--- src/hdl/biu_ram.sv ---
// generic single-port ram with registered read
module biu_ram #(
	parameter int WIDTH = 8,
	parameter int DEPTH = 256
) (
	input  logic                     clk,
	input  logic                     we,
	input  logic [$clog2(DEPTH)-1:0] addr,
	input  logic [WIDTH-1:0]         wdata,
	output logic [WIDTH-1:0]         rdata
);

	logic [WIDTH-1:0] mem [DEPTH];

	always_ff @(posedge clk) begin
		if (we) begin
			mem[addr] <= wdata;
		end
		rdata <= mem[addr];
	end

endmodule

--- config.mk ---
export PLATFORM = sky130hd
export DESIGN_NAME = biu_ram
export DESIGN_NICKNAME = d
export VERILOG_FILES = /design/src/hdl/biu_ram.sv
export SDC_FILE = /design/constraint.sdc
export NUM_CORES = 2
export LEC_CHECK = 0
export BUFFER_PORTS_ARGS = -buffer_cell sky130_fd_sc_hd__buf_4
export CAP_MARGIN = 20
export CORE_ASPECT_RATIO = 0.5
export CORE_UTILIZATION = 55
export DETAILED_ROUTE_END_ITERATION = 8
export HOLD_SLACK_MARGIN = 0.02
export PLACE_DENSITY_LB_ADDON = 0.08
export SYNTH_ARGS = -nofsm -noshare
export SYNTH_HDL_FRONTEND = slang
export SYNTH_SLANG_ARGS = --single-unit
export TNS_END_PERCENT = 20
--- constraint.sdc ---
create_clock -name clk -period 3.6 [get_ports clk]
set_input_delay 0.54 -clock clk [delete_from_list [all_inputs] [get_ports clk]]
set_output_delay 0.54 -clock clk [all_outputs]
set_load 0.005 [all_outputs]
==> results.yml <==
critical_path:
  crit_family: "compound AO/OA/AOI/OAI gates"
  path_buf_inv: 4
  cp.arrival_ns: 3.77
  slowest_stage: "o41ai_1"
  critPathCaptureType: "flip-flop"
  slowest_delay_ns: 0.92
  crit_required_ns: 4.21
  critPathKind: "input pin to flip-flop"
  start_kind: "input pin"
  crit_top_cell: "buf_12"
  path_cells: "buf_8 > buf_12 > buf_12 > mux4_2 > a22oi_1 > a21oi_1 > o41ai_1 > buf_4 > nand4_1"
  cp_max_fo: 24
clock_network:
  cts_root_buffer: "clkbuf_16"
  cts_tree: "done"
  path_clk_slew_ns: 0.07
  postCtsSetupRepairBufs: 0
  clkSinkCount: 2056
  cts_buffer_depth: 4
  cts_resized: 0
  cts_inserted_buffers: 181
  clk_latency_ns: 0.81
  htreeDepth: 4
  postCtsHoldBufs: 0
power:
  powerDensity_nw_per_um2: 534
  p_leak_nw: 28.0
  ir_drop_mv: 0.324
timing:
  min_period_over_period_pct: 88.0
  clock_skew_ns: 0.0250
  post-route-min-period_ns: 3.17
  max_freq_ghz: 0.316
  finalHoldViolations: 0
  setup_tns_ns: 0
  setup-violations-final: 0
  maxSlewHeadroom_pct: 23.8
  worstMarginPinSlew_ns: 1.14
  rsz0062_at_grt: "false"
  slew_violations: 0
drt:
  first_pass_iters: 6
  wl_per_cell_um: 32.8
  route.antenna.remaining_nets: 0
  drt_wl_total_mm: 196
  vias_per_cell: 6.45
  drtIter0Drc: 5269
  drc: 0
  route.vias.total: 38600
final_layout:
  final_layout_size_suffix_gt1_share_pct: 30.3
  final_common_cell: "edfxtp_1"
  final_cell_mix: "2048 x edfxtp_1, 512 x mux4_2, 420 x buf_4, 256 x a22oi_1, 231 x nor2_1"
  fin_area_um2: 89600
  fillers: 9423
  regArea_um2: 61700
  multi_input_area_um2: 15800
  area_growth_pct: 14.2
  fin_nets: 3989
die:
  core-area_um2: 141000
  rows: 97
  ioPinCount: 26
  dieArea_um2: 144000
  die_h_um: 269
  dieWidth_um: 536
  initial_core_util_pct: 55.8
placed_design:
  io_buffers: 25
  dpl_cell_area_um2: 84000
  dp_hpwl_mm: 121
  routabilityCongestion: 0.832
grt:
  grt_max_degree: 144
  grt_first_pass_wirelength_mm: 282
  track_usage_pct: 27.6
  antenna_found_initial: 10
  grt_pass1_vias: 39000
  overflow: 0
run:
  maxCapViolations: 0
status:
  status: "finished clean"
synthesis:
  ys_seq_area_share_pct: 78.6
  syn_nets: 3565
  syn_avg_cell_area_um2: 22.1
  syn_area_um2: 78500
  ys_types: 22
  synth_cells: 3547
  ys_seq_elements: 2056
  ys_warn_count: 0
min_path:
  hp-class: "input pin to flip-flop"
==> flip-flops by register name, indices dropped and copies added, names as in the netlist <==
register and cells:
mem 2048, rdata 8
==> kinds of logic (layout without fill, tap and decap cells) <==
| logic type | count (synthesis) | after routing | share of synthesized area [%] |
|---|---|---|---|
| flops | 2056 | 2056 | 78.6 |
| mux | 512 | 512 | 14.7 |
| compound gates | 416 | 416 | 3.62 |
| simple gates | 330 | 330 | 1.73 |
| buf+inv | 233 | 785 | 1.40 |
| other cells | 0 | 2 | 0 |
==> worst register-to-register path: cells and delay by family (launching register included) <==
kind / cells / cell delay [ns]
AO/OA/AOI/OAI: 3 / 1.51
AND/OR/NAND/NOR: 1 / 0.10
multiplexers: 1 / 0.47
buffers and inverters: 1 / 0.28
flip-flops: 1 / 0.36
==> synthesized netlist by cell type <==
| library cell | number | area, µm² |
|---|---|---|
| or2_2 | 2 | 12.5 |
| nor2_1 | 232 | 871 |
| buf_4 | 16 | 120 |
| buf_6 | 16 | 180 |
| buf_1 | 19 | 71.3 |
| and2_1 | 3 | 18.8 |
| buf_2 | 36 | 180 |
| a21oi_1 | 128 | 641 |
| dfxtp_1 | 8 | 160 |
| mux4_2 | 512 | 11500 |
| or3_1 | 1 | 6.26 |
| inv_1 | 1 | 3.75 |
| a22oi_1 | 256 | 1920 |
| nor3_1 | 30 | 150 |
| nand2_1 | 28 | 105 |
| nand3_1 | 13 | 65.1 |
| nand2b_1 | 6 | 37.5 |
| nand4_1 | 8 | 50.1 |
| nor2b_1 | 7 | 43.8 |
| clkbuf_1 | 145 | 544 |
| o41ai_1 | 32 | 280 |
| edfxtp_1 | 2048 | 61500 |
==> per-layer routing <==
metal | up-vias | share of wire (%) | track usage, %
li1 | 15900 | - | -
met1 | 20600 | 41 | 41.3
met2 | 1829 | 46 | 40.7
met3 | 256 | 11 | 8.20
met4 | 0 | 2.1 | 6.05
met5 | - | 0 | 0
==> report_power, final <==
part	internal [W]	leakage [nW]	switching, W
clock	0.0106	2.76	0.00840
sequential	0.0264	18.5	0.0000598
combinational	0.000864	6.80	0.00149
==> stage by stage <==
step,hold slack (ns),util (%),std cells,setup slack [ns],power [W]
detailed placement,0.997,59.6,5668,-0.287,0.0293
CTS,0.192,63.6,5979,0.541,0.0481
floorplan,0.639,-,3547,0.841,0.0281
global placement,1.00,59.6,5666,-0.823,0.0293
global route,0.201,63.7,5981,0.459,0.0491
finish,0.207,63.7,5982,0.431,0.0478
==> path summary, 6_finish.rpt <==
path / startpoint / endpoint / slack [ns] / cells after the start
hold / removal: wdata[5] / mem[52][5]$_DFFE_PP_ / 0.21 / 1
setup reg to reg: mem[203][4]$_DFFE_PP_ / rdata[4]$_DFF_P_ / 0.70 / 6
hold reg to reg: mem[114][3]$_DFFE_PP_ / rdata[3]$_DFF_P_ / 0.99 / 5
setup / recovery: addr[0] / rdata[4]$_DFF_P_ / 0.43 / 9
==> cell type report <==
type	instances	area share (%)
flip-flops and latches	2056	68.8
multi-input cells	1258	17.7
clock buffers	238	5.48
repair buffers	473	4.62
well taps	1881	2.63
clock inverters	73	0.808
diodes	2	0.00558
inverters	1	0.00419
Power figures use the tool's default switching activity.
