$ cat config.mk
export PLATFORM = sky130hd
export DESIGN_NAME = biu_cfg
export DESIGN_NICKNAME = d
export VERILOG_FILES = /design/src/hdl/biu_pkg.sv /design/src/hdl/biu_cfg.sv
export SDC_FILE = /design/constraint.sdc
export NUM_CORES = 1
export LEC_CHECK = 0
export BUFFER_PORTS_ARGS = -buffer_cell sky130_fd_sc_hd__buf_2
export CAP_MARGIN = 5
export CORE_MARGIN = 2
export CORE_UTILIZATION = 43
export CTS_BUF_LIST = sky130_fd_sc_hd__clkbuf_8 sky130_fd_sc_hd__clkbuf_16
export DETAILED_ROUTE_END_ITERATION = 7
export GPL_TIMING_DRIVEN = 1
export PLACE_DENSITY_LB_ADDON = 0.08
export SYNTH_ARGS = -nofsm -noshare
export SYNTH_HDL_FRONTEND = slang
export SYNTH_SLANG_ARGS = --single-unit
$ cat constraint.sdc
create_clock -name clk -period 1 [get_ports clk]
set_input_delay 0.05 -clock clk [delete_from_list [all_inputs] [get_ports clk]]
set_output_delay 0.05 -clock clk [all_outputs]
set_load 0.02 [all_outputs]
$ cat src/hdl/biu_pkg.sv
// shared types, constants and helpers of the bilinear upscaler
package biu_pkg;

	localparam int MAX_WIDTH  = 256;
	localparam int MAX_HEIGHT = 256;
	localparam int MAX_FACTOR = 16;

	localparam int PIX_W   = 8;
	localparam int COORD_W = 12;
	localparam int SF_W    = 5;
	localparam int SW_W    = 9;
	localparam int SH_W    = 9;
	localparam int CFG_DATA_W = 9;
	localparam int CFG_IDX_W  = 2;

	// effective factor, width and height counts
	localparam int FW = $clog2(MAX_FACTOR + 1);
	localparam int WW = $clog2(MAX_WIDTH + 1);
	localparam int HW = $clog2(MAX_HEIGHT + 1);
	// source column and row indexes
	localparam int XW = $clog2(MAX_WIDTH);
	localparam int YW = $clog2(MAX_HEIGHT);

	localparam int DEPTH  = MAX_WIDTH * MAX_HEIGHT;
	localparam int ADDR_W = $clog2(DEPTH);

	// divider sizing: quotient never exceeds a source index or a pixel value
	localparam int QW0   = (XW > YW) ? XW : YW;
	localparam int QW    = (QW0 > PIX_W) ? QW0 : PIX_W;
	localparam int DIV_W = 2 * FW;
	localparam int DS_W  = DIV_W + QW;
	localparam int CNT_W = $clog2(QW + 1);
	localparam int SUM_W = PIX_W + DIV_W;

	localparam int LIM_W = (WW > HW) ? WW + FW : HW + FW;

	localparam logic CMD_LOAD  = 1'b0;
	localparam logic CMD_QUERY = 1'b1;

	localparam logic [CFG_IDX_W-1:0] REG_SCALE  = CFG_IDX_W'(0);
	localparam logic [CFG_IDX_W-1:0] REG_WIDTH  = CFG_IDX_W'(1);
	localparam logic [CFG_IDX_W-1:0] REG_HEIGHT = CFG_IDX_W'(2);

	typedef enum logic [2:0] {
		ST_IDLE,
		ST_CHECK,
		ST_DIVX,
		ST_DIVY,
		ST_WEIGHT,
		ST_READ,
		ST_DIVS,
		ST_RESULT
	} state_t;

	typedef struct packed {
		logic [FW-1:0] factor;
		logic [WW-1:0] width;
		logic [HW-1:0] height;
	} cfg_t;

	typedef struct packed {
		logic             start;
		logic [DS_W-1:0]  dividend;
		logic [DIV_W-1:0] divisor;
	} div_req_t;

	typedef struct packed {
		logic             done;
		logic [QW-1:0]    quot;
		logic [DIV_W-1:0] rem;
	} div_rsp_t;

	function automatic logic [ADDR_W-1:0] pix_addr(input logic [XW-1:0] x,
		input logic [YW-1:0] y);
		return ADDR_W'(y) * ADDR_W'(MAX_WIDTH) + ADDR_W'(x);
	endfunction

endpackage

$ cat src/hdl/biu_cfg.sv
// configuration registers and clamping to the supported ranges
module biu_cfg (
	input  logic                           clk,
	input  logic                           arst_n,
	input  logic                           cfg_valid,
	output logic                           cfg_ready,
	input  logic [biu_pkg::CFG_IDX_W-1:0]  cfg_index,
	input  logic [biu_pkg::CFG_DATA_W-1:0] cfg_data,
	output biu_pkg::cfg_t                  cfg
);
	import biu_pkg::*;

	logic [SF_W-1:0] sf_q;
	logic [SW_W-1:0] sw_q;
	logic [SH_W-1:0] sh_q;

	assign cfg_ready = 1'b1;

	always_ff @(posedge clk or negedge arst_n) begin
		if (!arst_n) begin
			sf_q <= SF_W'(1);
			sw_q <= SW_W'(256);
			sh_q <= SH_W'(256);
		end else if (cfg_valid && cfg_ready) begin
			case (cfg_index)
				REG_SCALE: begin
					sf_q <= cfg_data[SF_W-1:0];
				end
				REG_WIDTH: begin
					sw_q <= cfg_data[SW_W-1:0];
				end
				REG_HEIGHT: begin
					sh_q <= cfg_data[SH_W-1:0];
				end
				default: begin
				end
			endcase
		end
	end

	// zero acts as one, oversize acts as the maximum
	always_comb begin
		if (sf_q == '0) begin
			cfg.factor = FW'(1);
		end else if (32'(sf_q) > MAX_FACTOR) begin
			cfg.factor = FW'(MAX_FACTOR);
		end else begin
			cfg.factor = FW'(sf_q);
		end

		if (sw_q == '0) begin
			cfg.width = WW'(1);
		end else if (32'(sw_q) > MAX_WIDTH) begin
			cfg.width = WW'(MAX_WIDTH);
		end else begin
			cfg.width = WW'(sw_q);
		end

		if (sh_q == '0) begin
			cfg.height = HW'(1);
		end else if (32'(sh_q) > MAX_HEIGHT) begin
			cfg.height = HW'(MAX_HEIGHT);
		end else begin
			cfg.height = HW'(sh_q);
		end
	end

endmodule

==> metrics.md <==
| Metric | Value |
|---|---|
| Outcome | `complete, but fails checks` |
| Violated checks | `setup timing` |
| Filler cells | `190` |
| Seq cells post-synth | `23` |
| CP peak stage delay | `540 ps` |
| DRC | `0` |
| Global route overflow | `0` |
| Dominant cell type by area after synthesis | `dfrtp_1` |
| Top post-synthesis cells by area | `dfrtp_1 46%, mux2_2 24%, dfstp_2 7.3%, nor2b_1 6.9%, and2b_1 3.5%` |
| FFs w/ async S/R, synth | `100%` |
| Hpwl dp | `1.76 mm` |
| PwrDens | `1930 nW/µm²` |
| Synth cell count leaders | `23 x mux2_2, 20 x dfrtp_1, 12 x nor2b_1` |
| Max VDD drop | `2.02 mV` |
| Boundary Pins | `38` |
| Area Growth Syn to Fin | `51.2%` |
| Register area share after synthesis | `53.5%` |
| # nets final | `150` |
| Area occupied by multi-input gates | `538 µm²` |
| EDFF count, synth | `0` |
| Initial core utilization | `44.5%` |
| Final WL | `2.36 mm` |
| Layout cell share with drive strength beyond 1 | `71.1%` |
| Fin. max-slew vios | `0` |
| Skew final | `0 ps` |
| CTS buffer count | `3` |
| Initial DRC count | `2` |
| Longest Clk Path Bufs | `2` |
| Netlist cell types | `16` |
| Num rows | `18` |
| Mean Syn Cell Area | `12.9 µm²` |
| IO buf count | `36` |
| RSZ-0062 raised after global routing | `true` |
| Period utilization | `152%` |
| Mapped Area | `1080 µm²` |
| H-tree depth | `1` |
| Yosys top cell area share | `46.2%` |
| GPL Wtd Cong | `0.645` |
| Die area | `2930 µm²` |
| CP arrival | `1470 ps` |
| Finished Layout Cells | `165` |
| CP Max Fanout | `2` |
| Max_cap viols | `0` |
| Most frequent cell after synthesis | `mux2_2` |
| Worst path slowest cell | `or4_4` |
| 1st-pass router iterations | `2` |
| CP top delay family | `simple AND/OR/NAND/NOR gates` |
| Die Span X | `54.2 µm` |
| CTS clk-pin slew, worst paths | `80 ps` |
| Setup crit end kind | `output pin` |
| First-pass GRT wire length | `3.86 mm` |
| Post-synthesis cell count | `84` |
| Final min period | `1520 ps` |
| Ys Warns | `0` |
| Worst setup margin | `-516 ps` |
| Mapped Nets | `98` |
| ANT cells | `0` |
| Most common flop cell mapped by yosys | `dfrtp_1` |
| Buf/Inv on CP | `1` |
| Fin. Hold Viols | `0` |
| Core Area | `2430 µm²` |
| Crit path kind | `register to output pin` |
| Final Core Density | `67.3%` |
| Vias in the first global route | `799` |
| Setup crit start kind | `register` |
| Dpl cells | `154` |
| ANT nets after route | `0` |
| Vias per cell | `4.93` |
| Fmax | `660 MHz` |
| Clock insertion delay at the later pin of the skew report | `250 ps` |
| Critical Path RT | `950 ps` |
| Largest net degree at the start of global routing | `24` |
| Min-delay worst type | `input port to register` |
| Final setup violation count | `22` |
| Initial antenna violation count | `0` |
| Wire per inst | `14.3 µm` |
| Clock Sinks | `23` |
| Sequential cell area | `581 µm²` |
| Leakage | `0.776 nW` |
| Root Buffer | `clkbuf_8` |
| Vias | `814` |
| Worst path cell trace | `or4_4 > o22ai_4 > buf_6` |
| Die H | `54.2 µm` |
| All-Layer GR Usage | `19.0%` |
| CTS tree | `yes` |
flip-flops by register name, summed over array words and instances, names as in the netlist:
name,count
sh_q,9
sw_q,9
sf_q,5
cells by family (layout without fill, tap and decap cells):
family / after synthesis / count (layout) / share of synthesized area [%]
AO/OA/AOI/OAI: 3 / 3 / 1.62
buffers and inverters: 9 / 60 / 3.58
flip-flops: 23 / 23 / 53.5
multiplexers: 23 / 23 / 23.9
other: 1 / 1 / 0.346
AND/OR/NAND/NOR: 25 / 25 / 17.0
through the flow:
step / hold WS [ps] / worst slack, ps / total power, mW / setup TNS [ps] / cell area, µm²
3_5_place_dp: 46.5 / -285 / 2.31 / -1150 / 1400
5_1_grt: 47.4 / -548 / 3.34 / -6190 / 1640
4_1_cts: 42.8 / -515 / 3.12 / -5530 / 1600
3_3_place_gp: 46.3 / -272 / 2.28 / -1140 / 1400
2_1_floorplan: -246 / -171 / 1.95 / -320 / 1150
6_report: 45.3 / -516 / 3.16 / -5230 / 1640
cell type report:
type | count | share of cell area, %
inverter | 3 | 0.688
clock inverter | 1 | 0.306
timing repair buffer | 53 | 25.8
clock buffer | 3 | 2.52
multi-input combinational | 52 | 32.9
sequential | 23 | 35.5
tap | 30 | 2.29
routing by layer:
metal / part of all wire [%] / global-route usage [%] / routed length, µm / vias to the layer above
met5: 0 / 0 / 0 / -
met4: 1.1 / 6.25 / 25 / 0
met3: 3.7 / 2.50 / 88 / 2
met2: 51 / 33.5 / 1210 / 20
met1: 44 / 23.8 / 1030 / 405
li1: - / - / - / 387
power by group:
group / total, mW / internal [mW] / switching, mW / leakage [nW]
Clock: 0.561 / 0.277 / 0.284 / 0.0255
Sequential: 1.26 / 1.13 / 0.133 / 0.267
Combinational: 1.34 / 0.752 / 0.586 / 0.484
Total: 3.16 / 2.15 / 1.00 / 0.776
worst register-to-register path, stage by stage (launching register included):
cell and delay, ps:
dfstp_2 550, buf_6 130, buf_6 100, mux2_2 130
layout by cell type (no fill, tap or decap):
master         instances
a21oi_4                1
dfrtp_1               19
buf_2                 18
nand3b_2               2
or3_4                  1
buf_6                 18
dlygate4sd3_1          1
buf_4                 16
dfrtp_2                1
dfstp_2                3
nor2b_4                2
and2b_1                5
nor2b_1               10
clkinv_2               1
conb_1                 1
or4_4                  4
mux2_2                23
o22ai_4                2
inv_1                  3
clkbuf_8               3
nor3b_2                1
repair_timing:
item / 4_1_cts / 5_1_grt
resized for setup: 33 / 11
cloned: 0 / 1
hold buffers: 1 / 0
endpoints found under the setup margin: 22 / 22
hold endpoints to repair: 20 / 0
pin swaps: 3 / 1
setup buffers: 5 / 2
final timing paths:
check,from,end,slack (ps),cells past startpoint
worst max register to register,sh_q[8],sh_q[8],40,3
worst min-delay path,cfg_data[7],sw_q[7],50,2
min in group asynchronous,arst_n,sh_q[7],280,2
max in group asynchronous,arst_n,sf_q[4],350,2
worst max-delay path,sh_q[8],cfg[0],-520,3
worst min register to register,sh_q[0],sh_q[0],520,1
Power figures use the tool's default switching activity.
