===== src/hdl/biu_pkg.sv =====
// shared types, constants and helpers of the bilinear upscaler
package biu_pkg;

	localparam int MAX_WIDTH  = 256;
	localparam int MAX_HEIGHT = 256;
	localparam int MAX_FACTOR = 16;

	localparam int PIX_W   = 8;
	localparam int COORD_W = 12;
	localparam int SF_W    = 5;
	localparam int SW_W    = 9;
	localparam int SH_W    = 9;
	localparam int CFG_DATA_W = 9;
	localparam int CFG_IDX_W  = 2;

	// effective factor, width and height counts
	localparam int FW = $clog2(MAX_FACTOR + 1);
	localparam int WW = $clog2(MAX_WIDTH + 1);
	localparam int HW = $clog2(MAX_HEIGHT + 1);
	// source column and row indexes
	localparam int XW = $clog2(MAX_WIDTH);
	localparam int YW = $clog2(MAX_HEIGHT);

	localparam int DEPTH  = MAX_WIDTH * MAX_HEIGHT;
	localparam int ADDR_W = $clog2(DEPTH);

	// divider sizing: quotient never exceeds a source index or a pixel value
	localparam int QW0   = (XW > YW) ? XW : YW;
	localparam int QW    = (QW0 > PIX_W) ? QW0 : PIX_W;
	localparam int DIV_W = 2 * FW;
	localparam int DS_W  = DIV_W + QW;
	localparam int CNT_W = $clog2(QW + 1);
	localparam int SUM_W = PIX_W + DIV_W;

	localparam int LIM_W = (WW > HW) ? WW + FW : HW + FW;

	localparam logic CMD_LOAD  = 1'b0;
	localparam logic CMD_QUERY = 1'b1;

	localparam logic [CFG_IDX_W-1:0] REG_SCALE  = CFG_IDX_W'(0);
	localparam logic [CFG_IDX_W-1:0] REG_WIDTH  = CFG_IDX_W'(1);
	localparam logic [CFG_IDX_W-1:0] REG_HEIGHT = CFG_IDX_W'(2);

	typedef enum logic [2:0] {
		ST_IDLE,
		ST_CHECK,
		ST_DIVX,
		ST_DIVY,
		ST_WEIGHT,
		ST_READ,
		ST_DIVS,
		ST_RESULT
	} state_t;

	typedef struct packed {
		logic [FW-1:0] factor;
		logic [WW-1:0] width;
		logic [HW-1:0] height;
	} cfg_t;

	typedef struct packed {
		logic             start;
		logic [DS_W-1:0]  dividend;
		logic [DIV_W-1:0] divisor;
	} div_req_t;

	typedef struct packed {
		logic             done;
		logic [QW-1:0]    quot;
		logic [DIV_W-1:0] rem;
	} div_rsp_t;

	function automatic logic [ADDR_W-1:0] pix_addr(input logic [XW-1:0] x,
		input logic [YW-1:0] y);
		return ADDR_W'(y) * ADDR_W'(MAX_WIDTH) + ADDR_W'(x);
	endfunction

endpackage


===== src/hdl/biu_div.sv =====
// radix-2 restoring divider, one quotient bit per cycle
module biu_div (
	input  logic              clk,
	input  logic              arst_n,
	input  biu_pkg::div_req_t req,
	output biu_pkg::div_rsp_t rsp
);
	import biu_pkg::*;

	logic             busy_q;
	logic             done_q;
	logic [CNT_W-1:0] cnt_q;
	logic [DS_W-1:0]  rem_q;
	logic [DS_W-1:0]  ds_q;
	logic [QW-1:0]    quo_q;
	logic             fit;

	assign fit = (rem_q >= ds_q);

	always_ff @(posedge clk or negedge arst_n) begin
		if (!arst_n) begin
			busy_q <= 1'b0;
			done_q <= 1'b0;
			cnt_q  <= '0;
		end else begin
			done_q <= 1'b0;
			if (req.start) begin
				busy_q <= 1'b1;
				cnt_q  <= CNT_W'(QW);
			end else if (busy_q) begin
				cnt_q <= cnt_q - CNT_W'(1);
				if (cnt_q == CNT_W'(1)) begin
					busy_q <= 1'b0;
					done_q <= 1'b1;
				end
			end
		end
	end

	// divisor starts aligned to the top quotient bit and walks right
	always_ff @(posedge clk) begin
		if (req.start) begin
			rem_q <= req.dividend;
			ds_q  <= DS_W'(req.divisor) << (QW - 1);
			quo_q <= '0;
		end else if (busy_q) begin
			if (fit) begin
				rem_q <= rem_q - ds_q;
			end
			quo_q <= {quo_q[QW-2:0], fit};
			ds_q  <= ds_q >> 1;
		end
	end

	assign rsp.done = done_q;
	assign rsp.quot = quo_q;
	assign rsp.rem  = rem_q[DIV_W-1:0];

endmodule


===== config.mk =====
export PLATFORM = sky130hd
export DESIGN_NAME = biu_div
export DESIGN_NICKNAME = d
export VERILOG_FILES = /design/src/hdl/biu_pkg.sv /design/src/hdl/biu_div.sv
export SDC_FILE = /design/constraint.sdc
export NUM_CORES = 1
export LEC_CHECK = 0
export ABC_CLOCK_PERIOD_IN_PS = 6040
export BUFFER_PORTS_ARGS = -buffer_cell sky130_fd_sc_hd__buf_4
export CORE_ASPECT_RATIO = 1.4
export CORE_UTILIZATION = 26
export DETAILED_ROUTE_END_ITERATION = 16
export GPL_TIMING_DRIVEN = 0
export SYNTH_ARGS = -nofsm -noshare
export SYNTH_HDL_FRONTEND = slang
export SYNTH_SLANG_ARGS = --single-unit

===== constraint.sdc =====
create_clock -name clk -period 6.04 [get_ports clk]
set_input_delay 0.906 -clock clk [delete_from_list [all_inputs] [get_ports clk]]
set_output_delay 0.906 -clock clk [all_outputs]
set_load 0.02 [all_outputs]

==> impl_results.rst <==
.. list-table::
   :header-rows: 1

   * - Metric
     - Value
   * - Number of diodes added for antenna fixing
     - 0
   * - Most frequent cell after synthesis
     - nand2_1
   * - Crit path capture type
     - flop
   * - Number of design rule violations left after detail routing
     - 0
   * - Cell Area, Synth
     - 0.003069 mm^2
   * - Number of hold buffers added after CTS
     - 0
   * - Quantity of gates resized following cts
     - 0
   * - Total negative slack
     - 0 ns
   * - Die span in y
     - 130.6 um
   * - Result of the run
     - complete, no violations
   * - Final-layout fill cell count
     - 1214
   * - Core Region
     - 0.01140 mm^2
   * - Detail-routed via count per cell
     - 4.629
   * - Count of cell types in the netlist
     - 56
   * - Setup violators final
     - 0
   * - Data required time of the worst path
     - 5.95 ns
   * - Combinational family with the most area after synthesis
     - compound AO/OA/AOI/OAI gates
   * - Xor and xnor fraction of the mapped netlist area
     - 0.04280
   * - Top FF cell, synth
     - edfxtp_1
   * - Count of endpoints failing hold in the final timing report
     - 0
   * - Max_slew headroom
     - 0.3373
   * - Final Max Tran Viols
     - 0
   * - Maximum resistive drop on vdd
     - 0.1413 mV
   * - Sum of internal, switching and leakage power
     - 1.813 mW
   * - Antenna violations before repair
     - 0
   * - Initial core utilization
     - 0.2693
   * - Final design instance area without fill
     - 0.003772 mm^2
   * - Unrepaired setup endpoints after global routing
     - no
   * - Mux share of post-synthesis cell area
     - 0.04892
   * - Number of buffers inserted during clock tree synthesis
     - 5
   * - Count of max-cap constraint violations
     - 0
   * - EDFF count, synth
     - 28
   * - Internal reg-to-reg setup slack
     - 2.65 ns
   * - Setup slack of the critical path after layout
     - 2.655 ns
   * - First-pass GRT wire length
     - 12.27 mm
   * - Final Routed Wirelength
     - 7.455 mm
   * - Filler-free cell count of the finished design
     - 525
   * - Post-detail-place hpwl
     - 5.937 mm
   * - Insertion delay of the later-clocked pin in the worst-skew pair
     - 0.30 ns
   * - Footprint of the multi-input gates
     - 0.001480 mm^2
   * - Largest driver fanout on the critical path
     - 18
   * - Portion of synthesized cell area occupied by the leading cell type
     - 0.2740
   * - Asr flop ratio synth
     - 0.1224
   * - Adder and majority gate portion of the synthesized area
     - 0.08398
   * - Share of the synthesized area in compound gates (AO/OA/AOI/OAI)
     - 0.1545
   * - Worst endpoint data arrival time
     - 3.30 ns
   * - Depth of the worst register-to-register path
     - 9
   * - Static power due to leakage
     - 1.725 nW
   * - Final min period
     - 3.385 ns
   * - I/O pins
     - 50
   * - DIE AREA
     - 0.01225 mm^2
   * - Mapped Nets
     - 376
   * - Average wire per cell in the routed design
     - 14.20 um
   * - Yosys warning count
     - 0
   * - Number of placed instances, taps included
     - 517
   * - Area fraction in and, or, nand and nor cells after synthesis
     - 0.1521
   * - Number of iterations in the first detailed-routing pass
     - 4
   * - Detailed router's first-iteration violation count
     - 129
   * - Clock slew at reported path FFs
     - 0.07 ns
   * - Cell at the root of the clock tree
     - clkbuf_16
   * - Share of cells above drive strength 1
     - 0.2205
   * - Power per cell area
     - 480.5 mW/mm^2
   * - Width of the chip
     - 93.83 um
   * - Final estimated routing congestion in global placement
     - 0.8797
   * - Fin nets
     - 431
   * - Transition at the pin with the smallest max-transition slack
     - 0.9912 ns
   * - Fin Clk Skew
     - 0.007776 ns
   * - Kind of launch point of the worst setup path
     - flop
   * - Global router's overall resource usage
     - 0.1322
   * - Max Buffers Root-to-Sink
     - 2
   * - Clock sink total
     - 49
   * - Quantity of I/O buffers inserted on ports
     - 48
   * - Mean instance size in the synthesized netlist
     - 9.444 um^2
   * - Clock H-tree levels
     - 2
   * - Most common library cells after synthesis
     - 52 x nand2_1, 28 x edfxtp_1, 27 x nor2_1
   * - Worst hold-check path type
     - in2async
   * - Maximum clock frequency
     - 0.2954 GHz
   * - Largest net degree at the start of global routing
     - 19
   * - Minimum setup slack after placement
     - 2.594 ns
   * - Synthesis-to-finish area growth
     - 22.91%
   * - Capture instance of the worst register-to-register path
     - rem_q[14]
   * - Post-synthesis sequential element count
     - 49
   * - Flip-flop and latch area
     - 0.001291 mm^2
   * - Final global-route overflow total
     - 0
   * - TritonCTS clock tree
     - built
   * - Total number of vias
     - 2430
   * - Period utilization
     - 0.5605
   * - Vias in the first global route
     - 2469
   * - DRT antenna net count
     - 0
   * - Instance area at placement
     - 0.003610 mm^2
   * - Post-CTS Setup Bufs
     - 0
   * - Number of instances in the synthesized netlist
     - 325
   * - Critical path class
     - reg2reg
   * - Sequential share of the synthesized area
     - 0.4207
   * - Cell types with the largest area share after synthesis
     - edfxtp_1 27%, dfxtp_1 9.8%, ha_1 7.7%, nand2_1 6.4%, dfrtp_1 4.9%
   * - Post-synth top area cell
     - edfxtp_1
   * - Source of the worst register-to-register timing path
     - rem_q[0]
   * - Rows
     - 46
## how the worst max path moves through the flow
stage / from / end / slack [ns] / cells past startpoint
6_report: rem_q[0] / rem_q[14] / 2.65 / 9
5_1_grt: rem_q[0] / rem_q[11] / 2.42 / 9
4_1_cts: rem_q[0] / rem_q[14] / 2.57 / 9
3_5_place_dp: rem_q[0] / rem_q[1] / 2.59 / 9
3_3_place_gp: rem_q[0] / rem_q[0] / 2.71 / 9
2_1_floorplan: rem_q[0] / rem_q[0] / 3.16 / 9
## cell type report
class | instances | area share
flip-flops and latches | 49 | 0.3423
clock buffers | 7 | 0.04080
well taps | 144 | 0.04776
repair buffers | 48 | 0.09552
multi-input cells | 226 | 0.3924
inverters | 24 | 0.02388
plain buffers | 26 | 0.05506
clock inverters | 1 | 0.002322
## cell families after synthesis
logic type / after synthesis
buffers and inverters: 50
multiplexers: 15
XOR/XNOR: 15
flip-flops: 49
adder cells (fa/ha/maj): 20
AO/OA/AOI/OAI: 71
AND/OR/NAND/NOR: 105
## cell usage in the layout, fill, tap and decap left out, drive strengths merged, types with 5 or more instances in the layout
master | netlist | final
o21ai | 25 | 25
xor2 | 7 | 7
ha | 19 | 19
mux2i | 15 | 15
inv | 24 | 24
dfrtp | 6 | 6
edfxtp | 28 | 28
clkbuf | 8 | 15
nor2 | 27 | 27
buf | 18 | 66
dfxtp | 15 | 15
a21oi | 15 | 15
nand2 | 52 | 52
xnor2 | 8 | 8
nand4 | 5 | 5
a21o | 6 | 6
## sequential cells by signal, indices dropped and copies added (netlist names)
register  flops
done_q        1
busy_q        1
rem_q        18
quo_q         8
ds_q         17
cnt_q         4
## critical path, stage by stage, from the launching register on
cell and delay [ns]:
edfxtp_1 0.36, inv_1 0.05, ha_1 0.21, fa_1 0.40
and2b_1 0.23, o2111ai_1 0.15, nand2_1 0.20, a21oi_2 0.10
or4_4 0.54, nand3_1 0.76
## through the flow
| stage | util | hold slack [ns] |
|---|---|---|
| after floorplan | - | 0.4646 |
| after global placement | 0.3168 | 0.4856 |
| after detailed placement | 0.3168 | 0.4849 |
| after CTS | 0.3310 | 0.4035 |
| after global routing | 0.3310 | 0.4028 |
| final | 0.3310 | 0.4084 |
## power breakdown
| part | internal (mW) | total (mW) | switching [mW] |
|---|---|---|---|
| Combinational | 0.433 | 0.962 | 0.529 |
| Sequential | 0.484 | 0.546 | 0.0629 |
| Clock | 0.180 | 0.304 | 0.125 |
| Total | 1.10 | 1.81 | 0.717 |
## per-layer routing
| metal | share of wire | GRT usage |
|---|---|---|
| met3 | 0.037 | 0.02488 |
| met4 | 0.036 | 0.07330 |
| met2 | 0.51 | 0.2349 |
| met1 | 0.42 | 0.1476 |
| met5 | 0 | 0 |
Power figures use the tool's default switching activity.
